`src/design/hip_delay.sv`:
```
// Enabled register delay line for operands that ride alongside the arithmetic.
module hip_delay #(
    parameter int WIDTH = 8,
    parameter int DEPTH = 2
) (
    input  logic             clk,
    input  logic             en,
    input  logic [WIDTH-1:0] d,
    output logic [WIDTH-1:0] q
);

    logic [WIDTH-1:0] tap_reg [DEPTH];

    always_ff @(posedge clk)
    begin
        if (en)
        begin
            tap_reg[0] <= d;
            for (int k = 1; k < DEPTH; k++)
            begin
                tap_reg[k] <= tap_reg[k-1];
            end
        end
    end

    assign q = tap_reg[DEPTH-1];

endmodule

```
`config.mk`:
```
export PLATFORM = sky130hd
export DESIGN_NAME = hip_delay
export DESIGN_NICKNAME = d
export VERILOG_FILES = /design/src/design/hip_delay.sv
export SDC_FILE = /design/constraint.sdc
export NUM_CORES = 1
export LEC_CHECK = 0
export BUFFER_PORTS_ARGS = -buffer_cell sky130_fd_sc_hd__clkbuf_2
export CAP_MARGIN = 25
export CORE_UTILIZATION = 41
export CTS_CLUSTER_DIAMETER = 150
export DETAILED_ROUTE_END_ITERATION = 12
export HOLD_SLACK_MARGIN = 0.12
export PLACE_DENSITY = 0.7
export SYNTH_ARGS = -nofsm -noshare
export SYNTH_HDL_FRONTEND = slang
export SYNTH_SLANG_ARGS = --single-unit
```
`constraint.sdc`:
```
create_clock -name clk -period 0.8 [get_ports clk]
set_clock_uncertainty 0.1 [all_clocks]
set_input_delay 0.12 -clock clk [delete_from_list [all_inputs] [get_ports clk]]
set_output_delay 0.12 -clock clk [all_outputs]
set_load 0.01 [all_outputs]
```
==> implementation parameters <==
Parameter                              Value

Drt
  Overall via count from detail_route ... approximately 240
  DRC marker count from the first detailed-route iteration ... 2
  Residual DRC ... 0
  Detail Route Antenna Nets ... 0
  DR WL/cell ... 10.4 µm
  Detailed-routing iteration count for the pre-antenna-repair pass ... 2
  Post-Route WL ... between 600 and 700 µm
  Per-cell via count in the routed design ... 4.09

Clock tree
  Number of sinks driven by the clock tree ... 16
  Number of buffers created by CTS ... 3
  Total setup buffers inserted after CTS ... 0
  H-tree lvl count ... 1
  Clock-pin slew on the worst setup and hold paths ... 0.09 ns
  CTS root buffer ... clkbuf_4
  Max Buffers Root-to-Sink ... 2
  CTS tree ... built
  Clock Latency Late Sink ... approximately 0.28 ns

Power and ir drop
  Part of the power in registers ... approximately two thirds
  Internal Pwr Total ... 0.00124 W
  Power per unit of standard cell area ... 2180 nW/µm²
  Cell leakage power ... ~0.29 nW
  Combinational fraction of design power ... 7.3%
  Switching component of the power ... 0.000287 W
  Part of the total power dissipated in the clock network ... 26.7%
  Net Sw Frac ... 18.8%
  IR drop worst, VDD ... 0.00121 V

Global routing
  Maximum number of pins on one net before global-route repair ... 12
  Met2 Usage GRT ... 19.1%
  Residual overflow from global routing ... 0
  Antenna violations before repair ... 0
  Global router's overall resource usage ... a little over a tenth
  Via count of the first global-routing pass ... 249
  Wire length of the first global-routing pass ... between 900 and 1000 µm
  Busiest metal layer after global routing ... met2
  Met1 Resource Use GR ... 8.10%
  Met3 track demand over resource in global routing ... 3.49%

Outcome
  Outcome ... finished, violations left
  Failing checks ... hold timing, setup timing

Finish
  Fraction of layout instances using a drive strength above 1 ... approximately 45%
  Post-layout nets ... 55
  Area taken by multi-input logic gates ... 0 µm²
  Number of antenna diodes ... 0
  Max reg flops ... 16
  Area growth syn-to-layout ... 29.4%
  Number of combinational gates with multiple inputs ... 0
  Utilization after layout ... 59.7%
  Number of fill cells in the layout ... about 90
  Total area of sequential cells ... between 400 and 500 µm²

Timing
  Final Max Tran Viols ... 0
  Setup slack after layout ... -0.199 ns
  Setup violation total in the final timing report ... 11
  Count of final hold-check violations ... 1
  Max transition margin ... 94.3%
  Crit share post-route ... 125%
  Post-layout minimum cycle time ... 0.999 ns
  Maximum clock rate ... 1.00 GHz
  Fin Setup TNS ... -1.58 ns
  Minimum hold slack ... -0.0824 ns
  Slew at the pin with the worst max-slew slack ... approximately 0.086 ns
  Setup repair after global routing missed its margin ... true

Worst setup path
  Arrival time at the worst endpoint ... between 0.7 and 0.8 ns
  Slowest CP cell ... edfxtp_1
  Slowest stage delay, CP ... ~0.37 ns
  Critical path launch point type ... flop
  Category of the critical setup timing path ... flop to output pin
  Critical path buffer and inverter count ... 1
  Family with the most delay on the worst path ... flip-flops
  Worst path cell trace ... clkbuf_2
  Worst EP required ... 0.58 ns
  Nature of the critical path endpoint ... output pin
  Critical path peak fanout ... 1

Synthesis
  Top cell types by occurrence after synthesis ... edfxtp_1 (16), buf_4 (8)
  Count of mapped cells out of synthesis ... 24
  Top FF cell, synth ... edfxtp_1
  Library cell with the largest summed area after synthesis ... edfxtp_1
  Synthesized area divided by synthesized cell count ... 22.5 µm²
  Flops & latches, synth ... 16
  Dominant combinational cell family by area after synthesis ... buffers and inverters
  FFs w/ async S/R, synth ... 0%
  Arithmetic-cell share of the synthesized area counting full adders, half adders and majority gates ... 0%
  Synthesized-area fraction occupied by ao, oa, aoi and oai cells ... 0%
  Number of flops mapped to enable cells by yosys ... 16
  Number of distinct library cells after synthesis ... 2
  Total nets after synthesis ... 34
  Syn. warnings ... 0
  Top cells by area, synth ... edfxtp_1 (89%), buf_4 (11%)
  Top cell type's share of synthesized area ... 88.9%
  Sequential element share of the synthesized area ... 88.9%
  Most instantiated library cell after synthesis ... edfxtp_1
  Xor and xnor area share after synthesis ... 0%
  Synth Area in Simple Gates ... 0%
  Fraction of synthesized area in multiplexers ... 0%
  Post-synth design cell area ... 541 µm²

Placement
  Number of buffers added on ports ... 17
  GPL Wtd Cong ... 0.641

Flow run
  Number of max-capacitance violations reported ... 0

Min path
  Path type of the worst min-delay path ... input port to flop

Floorplanning
  Die area ... approximately 1500 µm²
  Width of the die ... 38.3 µm
  Chip height ... 38.3 µm
  Initial Utilization ... a little under half
  Row count ... 12
  Num ports ... 18
  Area of the placeable core ... 1170 µm²
[power by group through the flow]
stage / Sequential [W] / Combinational (W) / Clock [W]
final: 0.00101 / 0.000111 / 0.000407
after global routing: 0.00101 / 0.000120 / 0.000449
after CTS: 0.00101 / 0.000115 / 0.000423
after detailed placement: 0.00103 / 0.0000894 / 0
after global placement: 0.00102 / 0.0000865 / 0
after floorplan: 0.00102 / 0.0000508 / 0
[what timing repair did]
action,4_1_cts,5_1_grt
resized for setup,0,1
hold buffers,7,1
gates cloned,0,0
endpoints found under the hold margin,19,11
setup endpoints to repair,8,12
[per-stage QoR]
| step | power [W] | std cells | cell area [µm²] | worst slack [ns] |
|---|---|---|---|---|
| 6_report | 0.00152 | 58 | 699 | -0.199 |
| 5_1_grt | 0.00158 | 58 | 699 | -0.253 |
| 3_5_place_dp | 0.00112 | 49 | 611 | 0.0182 |
| 4_1_cts | 0.00155 | 60 | 707 | -0.218 |
| 3_3_place_gp | 0.00111 | 49 | 611 | 0.0329 |
| 2_1_floorplan | 0.00107 | 24 | 541 | 0.104 |
[final timing paths]
kind	start	end	slack, ns	cells after the start
max	tap_reg[0][15]	q[7]	-0.20	1
min	d[2]	tap_reg[0][2]	-0.08	1
max reg2reg	tap_reg[0][3]	tap_reg[0][11]	0.06	0
min reg2reg	tap_reg[0][4]	tap_reg[0][12]	0.32	0
[per-layer routing]
layer  wire (µm)  up-vias  share of wire [%]
li1            -      120                  -
met1         196      102                 33
met2         340       15                 57
met3          64        0                 11
met4           0        0                  0
met5           0        -                  0
[logic make-up (layout without fill, tap and decap cells)]
group    after synthesis  after routing
flops                 16             16
buf+inv                8             28
[layout make-up]
cell class,count,share of cell area [%]
Sequential cell,16,68.7
Timing Repair Buffer,24,25.0
Clock buffer,3,3.22
Tap cell,14,2.50
Clock inverter,1,0.537
[layout by cell type (no fill, tap or decap)]
cell type	count
clkinv_1	1
buf_4	1
edfxtp_1	16
dlymetal6s4s_1	1
buf_12	1
dlygate4sd3_1	6
clkbuf_4	3
clkbuf_2	15
(Power assumes the default switching activity.)
