### src/design/hip_pkg.sv
// Shared types and constants for the heat index polynomial core.
package hip_pkg;

    localparam int TEMP_W = 13;
    localparam int HUM_W  = 11;
    localparam int HI_W   = 16;

    localparam int CH_W   = 35;
    localparam int N_CH   = 3;
    localparam int ACC_W  = CH_W * N_CH;
    localparam int MUL_W  = 14;
    localparam int PROD_W = CH_W + 1 + MUL_W;

    localparam int RND_SH = 36;
    localparam int N_W    = ACC_W - RND_SH;
    localparam int REM_W  = 53;
    localparam int QUO_W  = 16;
    localparam int DIV_ST = QUO_W / 2;

    localparam int MAC_ST  = 12;
    localparam int PIPE_ST = MAC_ST + 2 + DIV_ST;

    typedef logic [ACC_W-1:0] acc_t;

    typedef struct packed {
        logic neg;
        logic over;
    } res_flag_t;

    // coefficient table scaled by 1e16, indexed [power of T][power of H]
    localparam acc_t COEF [4][4] = '{
        '{ 105'sd169230000000000000,  105'sd53794100000000000,
           105'sd72889800000000,      105'sd291583000000 },
        '{ 105'sd1852120000000000,   -105'sd1002540000000000,
          -105'sd8149710000000,       105'sd1974830000 },
        '{ 105'sd94169500000000,      105'sd3453720000000,
           105'sd102102000000,        105'sd8432960 },
        '{-105'sd386460000000,        105'sd14272100000,
          -105'sd218429000,          -105'sd481975 }
    };

    localparam acc_t HALF = ACC_W'(64'd10000000000000000) << 19;
    localparam logic [REM_W-1:0] DIV5 = 53'd152587890625;
    localparam logic [N_W-1:0]   QLIM = 69'd5000152587890625;

    localparam logic signed [HI_W-1:0] HI_MAX = 16'sh7FFF;
    localparam logic signed [HI_W-1:0] HI_MIN = 16'sh8000;

endpackage

### src/design/hip_mac.sv
// Two-stage multiply-add: res = acc * mul + addend, modulo 2^ACC_W.
module hip_mac (
    input  logic                             clk,
    input  logic                             en,
    input  hip_pkg::acc_t                    acc,
    input  logic signed [hip_pkg::MUL_W-1:0] mul,
    input  hip_pkg::acc_t                    addend,
    output hip_pkg::acc_t                    res
);

    import hip_pkg::*;

    logic signed [PROD_W-1:0] prod_next [N_CH];
    logic signed [PROD_W-1:0] prod_reg  [N_CH];
    acc_t                     add_reg;
    acc_t                     res_next;
    acc_t                     res_reg;

    always_comb
    begin
        for (int k = 0; k < N_CH; k++)
        begin
            prod_next[k] = $signed({1'b0, acc[k*CH_W +: CH_W]}) * mul;
        end
    end

    always_comb
    begin
        res_next = {{(ACC_W-PROD_W){prod_reg[0][PROD_W-1]}}, prod_reg[0]}
                 + {{(ACC_W-PROD_W-CH_W){prod_reg[1][PROD_W-1]}}, prod_reg[1],
                    {CH_W{1'b0}}}
                 + {prod_reg[2][ACC_W-2*CH_W-1:0], {(2*CH_W){1'b0}}}
                 + add_reg;
    end

    always_ff @(posedge clk)
    begin
        if (en)
        begin
            prod_reg <= prod_next;
            add_reg  <= addend;
            res_reg  <= res_next;
        end
    end

    assign res = res_reg;

endmodule

### config.mk
export PLATFORM = sky130hd
export DESIGN_NAME = hip_mac
export DESIGN_NICKNAME = d
export VERILOG_FILES = /design/src/design/hip_pkg.sv /design/src/design/hip_mac.sv
export SDC_FILE = /design/constraint.sdc
export NUM_CORES = 2
export LEC_CHECK = 0
export BUFFER_PORTS_ARGS = -buffer_cell sky130_fd_sc_hd__buf_2
export CORE_ASPECT_RATIO = 2
export CORE_MARGIN = 2
export CORE_UTILIZATION = 37
export DETAILED_ROUTE_END_ITERATION = 8
export GPL_ROUTABILITY_DRIVEN = 0
export GPL_TIMING_DRIVEN = 0
export PLACE_DENSITY = 0.51
export SETUP_SLACK_MARGIN = 0.3
export SKIP_CTS_REPAIR_TIMING = 1
export SLEW_MARGIN = 5
export SYNTH_ARGS = -nofsm -noshare
export SYNTH_HDL_FRONTEND = slang
export SYNTH_SLANG_ARGS = --single-unit
### constraint.sdc
create_clock -name clk -period 8.84 [get_ports clk]
set_input_delay 0.442 -clock clk [delete_from_list [all_inputs] [get_ports clk]]
set_output_delay 0.442 -clock clk [all_outputs]
set_load 0.02 [all_outputs]
==> metrics.md <==
| Metric | Value |
|---|---|
| Critical-path top delay cell | `clkbuf_1` |
| FF+latch count, synth | `345` |
| Mapped Area | `64,800 um2` |
| Most frequent cells in the layout | `inv_1, fa_1, nand2_1, and2_1, ha_1` |
| Count of pins over their slew limit | `0` |
| Mapped Nets | `8,807` |
| Largest net degree at the start of global routing | `111` |
| Final WL | `226 mm` |
| Worst Path Class, Setup | `in -> reg` |
| WHS Path Cells | `1` |
| Initial Utilization | `37.2%` |
| 1st-iter DRT viols | `2,381` |
| Max Freq | `117 MHz` |
| Outcome | `finished clean` |
| Layout cells sized above 1 | `6.39%` |
| Worst Hold End | `add_reg[71]$_DFFE_PP_` |
| Most area-hungry cell type in the Yosys netlist | `fa_1` |
| Vias in the first global route | `53,800` |
| Post-Synthesis Cells | `6,833` |
| Clock root cell | `clkbuf_16` |
| Area share of the largest cell type after synthesis | `35.0%` |
| Synth top area cells | `fa_1, edfxtp_1, ha_1` |
| Reg2Reg Depth | `24` |
| DR DRC count | `0` |
| Uppermost layer routed | `met5` |
| Clock skew | `0.0627 ns` |
| DR WL met3 | `11.1 mm` |
| Die Width | `300 um` |
| H-tree depth | `1` |
| Vias | `49,000` |
| Final hold violations | `0` |
| Post-synth EDFFs | `345` |
| Max incr delay on CP | `1.05 ns` |
| Die Span Y | `596 um` |
| DRT Pass-1 Iters | `6` |
| Rows | `217` |
| I/O pin cnt | `331` |
| Actual slew at the worst max-slew pin | `1.48 ns` |
| Sequential share of the synthesized area | `16.0%` |
| Final Critical Period | `8.51 ns` |
| Max Fanout on Critical Path | `10` |
| R2R Path End | `res[98]$_DFFE_PP_` |
| Post-route ant nets | `0` |
| CTS clk-pin slew, worst paths | `0.07 ns` |
| Asr flop ratio synth | `0%` |
| First-pass GRT wire length | `334 mm` |
| Tcrit/Tclk final | `96.3%` |
| Cts bufs inserted | `31` |
| HP Class | `in -> reg` |
| Distinct cells, synth | `90` |
| PortBufs | `324` |
| Clk_lat worst skew | `0.67 ns` |
| Syn_area_per_cell | `9.48 um2` |
| Met1 WL | `78.8 mm` |
| Reg2reg start | `prod_reg[61]$_DFFE_PP_` |
| Slew Limit Headroom | `1.60%` |
| Overflow after GRT | `0` |
| Initial antenna violation count | `55` |
| Worst endpoint required time | `9.21 ns` |
| CP dominant cell by count | `fa_1` |
| Fin Setup TNS | `0 ns` |
| CTS tree | `built` |
| Predominant post-synthesis flop cell | `edfxtp_1` |
| Core outline area | `174,000 um2` |
| Sinks on Clock Net | `345` |
| Flop-to-flop setup slack | `1.08 ns` |
| Hold_sp | `addend[71]` |
| Setup violations, final | `0` |
| Die ar. | `179,000 um2` |
| Dpl hpwl | `193 mm` |
| Commonest non-fill, non-tap cell in the layout | `inv_1` |
| Layout Nets | `9,257` |
| RSZ-0062 raised after global routing | `yes` |
| Critical Path AT | `8.89 ns` |
| CTS Buffer Depth | `3` |
| Area Growth Syn to Fin | `10.4%` |
| Setup crit end kind | `flop` |
| Fill cell count | `17,500` |
| Syn. warnings | `0` |
| Startpoint Class | `input pin` |
| Vias per cell | `5.09` |
| Max reg flops | `135` |
| Routed len/inst | `23.4 um` |
| DR WL met2 | `115 mm` |
| GRT Util Overall | `25.4%` |
| Max cap viols | `0` |
==> cell type report <==
type                    count  area [um2]  area share (%)
repair buffers            419        2660            3.71
multi-input cells        4853       48300            67.5
inverters                1323        4970            6.94
flip-flops and latches    345       10400            14.5
clock inverters            22         275           0.385
well taps                2299        2880            4.02
plain buffers             310        1250            1.75
clock buffers              33         783            1.10
diodes                     33        82.6           0.115
==> synth_stat cells, drive strengths merged, types with 4 or more instances <==
cell type / instances
inv: 1323
fa: 1133
nand2: 788
and2: 653
ha: 615
edfxtp: 345
clkbuf: 286
a21oi: 285
xnor2: 199
nor2: 187
a21o: 158
o21ai: 155
xor2: 95
nand3: 60
nand2b: 59
nand4: 55
o21bai: 47
nor3: 35
a211oi: 31
nor2b: 29
o21a: 28
buf: 26
a31oi: 25
and3: 23
o211ai: 17
o31ai: 13
a221oi: 11
a21boi: 10
nor4: 10
a31o: 9
a41oi: 9
a2111oi: 7
and4: 7
or2: 7
or3: 7
a211o: 6
a221o: 6
a311oi: 6
o21ba: 5
o31a: 5
nor4b: 4
o221ai: 4
==> per-stage QoR <==
stage	util, %	worst slack [ns]	hold slack (ns)	cell area [um2]	cells
after floorplan	-	1.82	0.513	64800	6833
after global placement	39.7	-1.07	0.521	69300	9456
after detailed placement	39.8	-0.953	0.542	69400	9459
after CTS	40.4	-0.301	-0.125	70400	9514
after global routing	41.0	0.232	0.00343	71400	9610
final	41.0	0.327	0.0277	71500	9637
==> worst max-delay path by stage <==
| stage | from | end | slack (ns) | depth (start not counted) |
|---|---|---|---|---|
| 3_3_place_gp | mul[3] | prod_reg[92]$_DFFE_PP_ | -1.07 | 26 |
| 4_1_cts | mul[9] | prod_reg[92]$_DFFE_PP_ | -0.30 | 25 |
| 5_1_grt | mul[2] | prod_reg[149]$_DFFE_PP_ | 0.23 | 26 |
| 3_5_place_dp | mul[9] | prod_reg[92]$_DFFE_PP_ | -0.95 | 25 |
| 2_1_floorplan | mul[8] | prod_reg[99]$_DFFE_PP_ | 1.82 | 25 |
| 6_report | mul[2] | prod_reg[149]$_DFFE_PP_ | 0.33 | 26 |
==> critical path, delay by kind of cell <==
kind	cells	cell delay [ns]
XOR/XNOR	1	0.12
AO/OA/AOI/OAI	6	1.64
AND/OR/NAND/NOR	4	0.91
buffers and inverters	8	2.61
adder cells (fa/ha/maj)	7	3.11
==> logic make-up after synthesis <==
kind of cell               count (synthesis)  synth area share [%]
xor gates and xnor gates                 294                  3.98
buffers and inverters                   1635                  9.51
and+or+nand+nor                         1938                  14.9
AOI/OAI and AO/OA                        873                  8.76
DFF                                      345                  16.0
adders and majority gates               1748                  46.9
==> routing by layer <==
| metal | vias up | global-route usage, % |
|---|---|---|
| met5 | - | 0 |
| li1 | 22400 | - |
| met3 | 563 | 3.35 |
| met1 | 24600 | 26.5 |
| met4 | 26 | 19.7 |
| met2 | 1489 | 45.8 |
Power is not shown: default switching activity piles up to over one toggle a cycle in this logic, so the estimate is an artifact.
