File: config.mk
export PLATFORM = sky130hd
export DESIGN_NAME = hip_rdiv
export DESIGN_NICKNAME = d
export VERILOG_FILES = /design/src/design/hip_pkg.sv /design/src/design/hip_rdiv.sv
export SDC_FILE = /design/constraint.sdc
export NUM_CORES = 1
export LEC_CHECK = 0
export BUFFER_PORTS_ARGS = -buffer_cell sky130_fd_sc_hd__buf_2
export CORE_MARGIN = 3
export CORE_UTILIZATION = 58
export CTS_CLUSTER_DIAMETER = 100
export DETAILED_ROUTE_END_ITERATION = 8
export PLACE_DENSITY = 0.78
export SLEW_MARGIN = 20
export SYNTH_ARGS = -nofsm -noshare
export SYNTH_HDL_FRONTEND = slang
export SYNTH_SLANG_ARGS = --single-unit
export TNS_END_PERCENT = 10
File: constraint.sdc
create_clock -name clk -period 5.5 [get_ports clk]
set_clock_uncertainty 0.05 [all_clocks]
set_input_delay 1.1 -clock clk [delete_from_list [all_inputs] [get_ports clk]]
set_output_delay 1.1 -clock clk [all_outputs]
set_load 0.05 [all_outputs]
File: src/design/hip_pkg.sv
// Shared types and constants for the heat index polynomial core.
package hip_pkg;

    localparam int TEMP_W = 13;
    localparam int HUM_W  = 11;
    localparam int HI_W   = 16;

    localparam int CH_W   = 35;
    localparam int N_CH   = 3;
    localparam int ACC_W  = CH_W * N_CH;
    localparam int MUL_W  = 14;
    localparam int PROD_W = CH_W + 1 + MUL_W;

    localparam int RND_SH = 36;
    localparam int N_W    = ACC_W - RND_SH;
    localparam int REM_W  = 53;
    localparam int QUO_W  = 16;
    localparam int DIV_ST = QUO_W / 2;

    localparam int MAC_ST  = 12;
    localparam int PIPE_ST = MAC_ST + 2 + DIV_ST;

    typedef logic [ACC_W-1:0] acc_t;

    typedef struct packed {
        logic neg;
        logic over;
    } res_flag_t;

    // coefficient table scaled by 1e16, indexed [power of T][power of H]
    localparam acc_t COEF [4][4] = '{
        '{ 105'sd169230000000000000,  105'sd53794100000000000,
           105'sd72889800000000,      105'sd291583000000 },
        '{ 105'sd1852120000000000,   -105'sd1002540000000000,
          -105'sd8149710000000,       105'sd1974830000 },
        '{ 105'sd94169500000000,      105'sd3453720000000,
           105'sd102102000000,        105'sd8432960 },
        '{-105'sd386460000000,        105'sd14272100000,
          -105'sd218429000,          -105'sd481975 }
    };

    localparam acc_t HALF = ACC_W'(64'd10000000000000000) << 19;
    localparam logic [REM_W-1:0] DIV5 = 53'd152587890625;
    localparam logic [N_W-1:0]   QLIM = 69'd5000152587890625;

    localparam logic signed [HI_W-1:0] HI_MAX = 16'sh7FFF;
    localparam logic signed [HI_W-1:0] HI_MIN = 16'sh8000;

endpackage

File: src/design/hip_rdiv.sv
// Round the wide sum to 1/16 degree and divide out the decimal scale, two quotient bits a stage.
module hip_rdiv (
    input  logic                          clk,
    input  logic                          en,
    input  hip_pkg::acc_t                 sum,
    output logic [hip_pkg::QUO_W-1:0]     quot,
    output hip_pkg::res_flag_t            flags
);

    import hip_pkg::*;

    acc_t             mag_next;
    acc_t             mag_reg;
    logic             neg_reg;
    acc_t             rnd_sum;
    logic [N_W-1:0]   rnd_n;
    res_flag_t        flag_next;

    logic [REM_W-1:0] rem_reg  [DIV_ST+1];
    logic [QUO_W-1:0] quo_reg  [DIV_ST+1];
    res_flag_t        flag_reg [DIV_ST+1];

    always_comb
    begin
        mag_next = sum[ACC_W-1] ? (~sum + ACC_W'(1)) : sum;
        rnd_sum  = mag_reg + HALF;
        rnd_n    = rnd_sum[ACC_W-1:RND_SH];
        flag_next.neg  = neg_reg;
        flag_next.over = (rnd_n >= QLIM);
    end

    always_ff @(posedge clk)
    begin
        if (en)
        begin
            mag_reg     <= mag_next;
            neg_reg     <= sum[ACC_W-1];
            rem_reg[0]  <= rnd_n[REM_W-1:0];
            quo_reg[0]  <= '0;
            flag_reg[0] <= flag_next;
        end
    end

    for (genvar k = 0; k < DIV_ST; k++)
    begin : g_div
        localparam int B1 = QUO_W - 1 - 2 * k;
        localparam int B0 = B1 - 1;
        localparam logic [REM_W-1:0] D1 = DIV5 << B1;
        localparam logic [REM_W-1:0] D0 = DIV5 << B0;

        logic             ge1;
        logic             ge0;
        logic [REM_W-1:0] rem_mid;
        logic [REM_W-1:0] rem_next;
        logic [QUO_W-1:0] quo_next;

        always_comb
        begin
            ge1      = (rem_reg[k] >= D1);
            rem_mid  = ge1 ? (rem_reg[k] - D1) : rem_reg[k];
            ge0      = (rem_mid >= D0);
            rem_next = ge0 ? (rem_mid - D0) : rem_mid;
            quo_next = quo_reg[k];
            quo_next[B1] = ge1;
            quo_next[B0] = ge0;
        end

        always_ff @(posedge clk)
        begin
            if (en)
            begin
                rem_reg[k+1]  <= rem_next;
                quo_reg[k+1]  <= quo_next;
                flag_reg[k+1] <= flag_reg[k];
            end
        end
    end

    assign quot  = quo_reg[DIV_ST];
    assign flags = flag_reg[DIV_ST];

endmodule

==> run summary <==
Drt total wl: 124.6 mm
GP Congestion: 0.9769
Worst slew pin tran: 0.9869 ns
Syn nets: 5,074
Flops & latches, synth: 585
Final max-slew violation count: 0
Initial DRC Count: 4,121
Hold-fix buffers at CTS: 0
Yosys warning total: 0
Die ar.: 80,260 sq um
Area of placed instances: 47,840 sq um
Top delay family on crit path: simple AND/OR/NAND/NOR gates
Maximum vdd ir drop: 0.3107 mV
Starting Density: 58.62%
HPWL after DPL: 95.73 mm
CTS root buffer: clkbuf_16
Clock transition at path regs: 0.06 ns
Max reg flops: 424
Die W: 283.3 microns
Core Rows: 101
Number of synthesized flops with an enable pin: 585
Worst-path cell chain: or4_4, or4_1, nor4_4, o31a_1, buf_4, a2111oi_0, xnor2_1, o211ai_1, nor4b_1, buf_4, o211a_1, and3_1, buf_4, nor2_1, a221oi_1, a311oi_2, buf_4
DR DRC count: 0
Syn_area_per_cell: 9.021 sq um
Critical path capture point type: register
Mapped Cells: 4,944
CP Launch Type: register
Type of the worst setup path: reg -> reg
Peak Freq: 187.9 MHz
IO buf count: 124
Via count: 39,960
Num Clock Sinks: 585
Minimum clock period: 5.323 ns
Worst slew margin: 34.20%
Largest net degree at the start of global routing: 107
Max Root-Sink Buffers: 3
Worst min path class: reg -> reg
Pwr/cell area: 538.9 nW/um^2
Status: completed
Most common cell in the netlist: edfxtp_1
Post-DR wirelength/cell: 19.92 microns
I/O pins: 125
Synth Flop Type: edfxtp_1
Final instance area: 49,930 sq um
Fin crit share: 96.78%
Core area: 76,080 sq um
Final Net Count: 5,303
Cell type with the largest total area after synthesis: edfxtp_1
Final Setup Violations: 0
TritonCTS clock tree: done
Antenna diodes: 0
Yosys top cell area share: 39.39%
Most frequent CP cell: buf_4
Vias per inst: 6.391
Initial antenna violation count: 2
Synth cell types: 113
Post-Syn Area: 44,600 sq um
CTS Buf Count: 61
Post-route ant nets: 0
DIE HEIGHT: 283.3 microns
WP buf/inv: 4
Worst skew pair latency: 0.64 ns
Register area share after synthesis: 39.39%
GRT Util Overall: 29.83%
CP Max Fanout: 13
Final Hold Vio Count: 0
Top cells by count, synth: edfxtp_1, nand2_1, xnor2_1, nor2_1, o21ai_0
Layout cells sized above 1: 13.12%
Critical Path AT: 5.66 ns
Total grt overflow: 0
Vias in the first global route: 36,560
First drt pass iteration count: 6
Worst-path cell with the longest stage delay: or4_4
P&R area growth vs syn: 11.97%
Maxcap violations: 0
CP Data Required Time: 5.84 ns
Max stage delay on crit path: 0.61 ns
Fillcell total: 6,208
Leakage: 17.49 nW
Synth top area cells: edfxtp_1, xnor2_1, xor2_1, nand2_1, nor2_1
Post-route total power: 26.91 mW
First-pass GRT wire length: 197.1 mm
Asr flop ratio synth: 0%
H-tree depth: 2
[placed cells by master (no fill, tap or decap), types with 23 or more instances in the layout]
cell type / n
or4_1: 38
o21a_1: 32
clkbuf_16: 61
nor4_1: 92
mux2i_1: 34
xor2_1: 225
a2111oi_0: 24
nand3b_1: 24
nor4b_1: 23
nand2b_1: 51
xnor2_1: 495
edfxtp_1: 585
o22ai_1: 28
or2_2: 44
a21boi_0: 25
a21o_1: 36
and2_1: 64
nand3_1: 181
a21oi_1: 207
nor3_1: 195
o21ai_0: 279
nand4_1: 85
o211ai_1: 52
nor2b_1: 35
inv_1: 128
and3_1: 66
nor2_1: 388
buf_2: 123
a211oi_1: 47
o31ai_1: 58
a31oi_1: 58
nor3b_1: 33
buf_4: 282
nand2_1: 495
or3_1: 72
[per-stage QoR]
step	cells	setup slack, ns	hold slack [ns]	setup TNS (ns)	util (%)
2_1_floorplan	4944	0.05078	0.3503	0	-
3_3_place_gp	6132	-0.1017	0.3506	-0.1980	62.89
3_5_place_dp	6132	-0.1949	0.3545	-0.8137	62.89
4_1_cts	6244	0.1703	0.3676	0	65.38
5_1_grt	6252	-0.03146	0.3746	-0.1012	65.64
6_report	6252	0.1770	0.3638	0	65.64
[final cells by class]
| type | instances | area (sq um) | share of cell area (%) |
|---|---|---|---|
| multi-input cells | 3969 | 25630 | 51.34 |
| flip-flops and latches | 585 | 17570 | 35.18 |
| repair buffers | 420 | 3028 | 6.064 |
| clock buffers | 68 | 1553 | 3.110 |
| well taps | 1030 | 1289 | 2.581 |
| inverters | 135 | 510.5 | 1.022 |
| clock inverters | 44 | 345.3 | 0.6916 |
| repair inverters | 1 | 7.507 | 0.01503 |
[power by group]
part	total, mW	internal [mW]	switching [mW]
clock	3.94	2.15	1.79
sequential	9.00	7.06	1.94
combinational	14.0	5.88	8.09
[metal layers]
layer	vias to the layer above	GRT usage (%)	routed length, microns
li1	18960	-	-
met1	18930	40.00	51660
met2	1782	50.37	59390
met3	276	3.500	9175
met4	2	10.10	4330
met5	-	0	17
[worst reg2reg max path, delay by kind of cell, from the launching register on]
family	cells	cell delay (ns)
simple gates	6	2.04
compound gates	6	1.30
buf+inv	4	0.81
flops	1	0.50
xor+xnor	1	0.39
[final timing paths]
kind	endpoint	cells after the start	start	slack, ns
max	rem_reg[0][394]	17	rem_reg[0][362]	0.18
min	quo_reg[5][13]	0	quo_reg[4][13]	0.36
max reg2reg	rem_reg[0][394]	17	rem_reg[0][362]	0.18
min reg2reg	quo_reg[5][13]	0	quo_reg[4][13]	0.36
[what timing repair did]
action	in CTS	in global routing
endpoints found under the hold margin	0	0
resized for setup	0	29
setup buffers	0	7
endpoints found under the setup margin	0	78
[cells by family (layout without fill, tap and decap cells)]
kind of cell / count (synthesis) / count (layout) / synth area share, %
and+or+nand+nor: 1994 / 1994 / 23.10
AOI/OAI and AO/OA: 1185 / 1185 / 18.16
xor gates and xnor gates: 720 / 720 / 14.14
DFF: 585 / 585 / 39.39
buffers and inverters: 390 / 668 / 3.470
muxes: 46 / 46 / 1.066
adders and majority gates: 24 / 24 / 0.6677
Note: power is estimated with default switching activity, not from simulation.
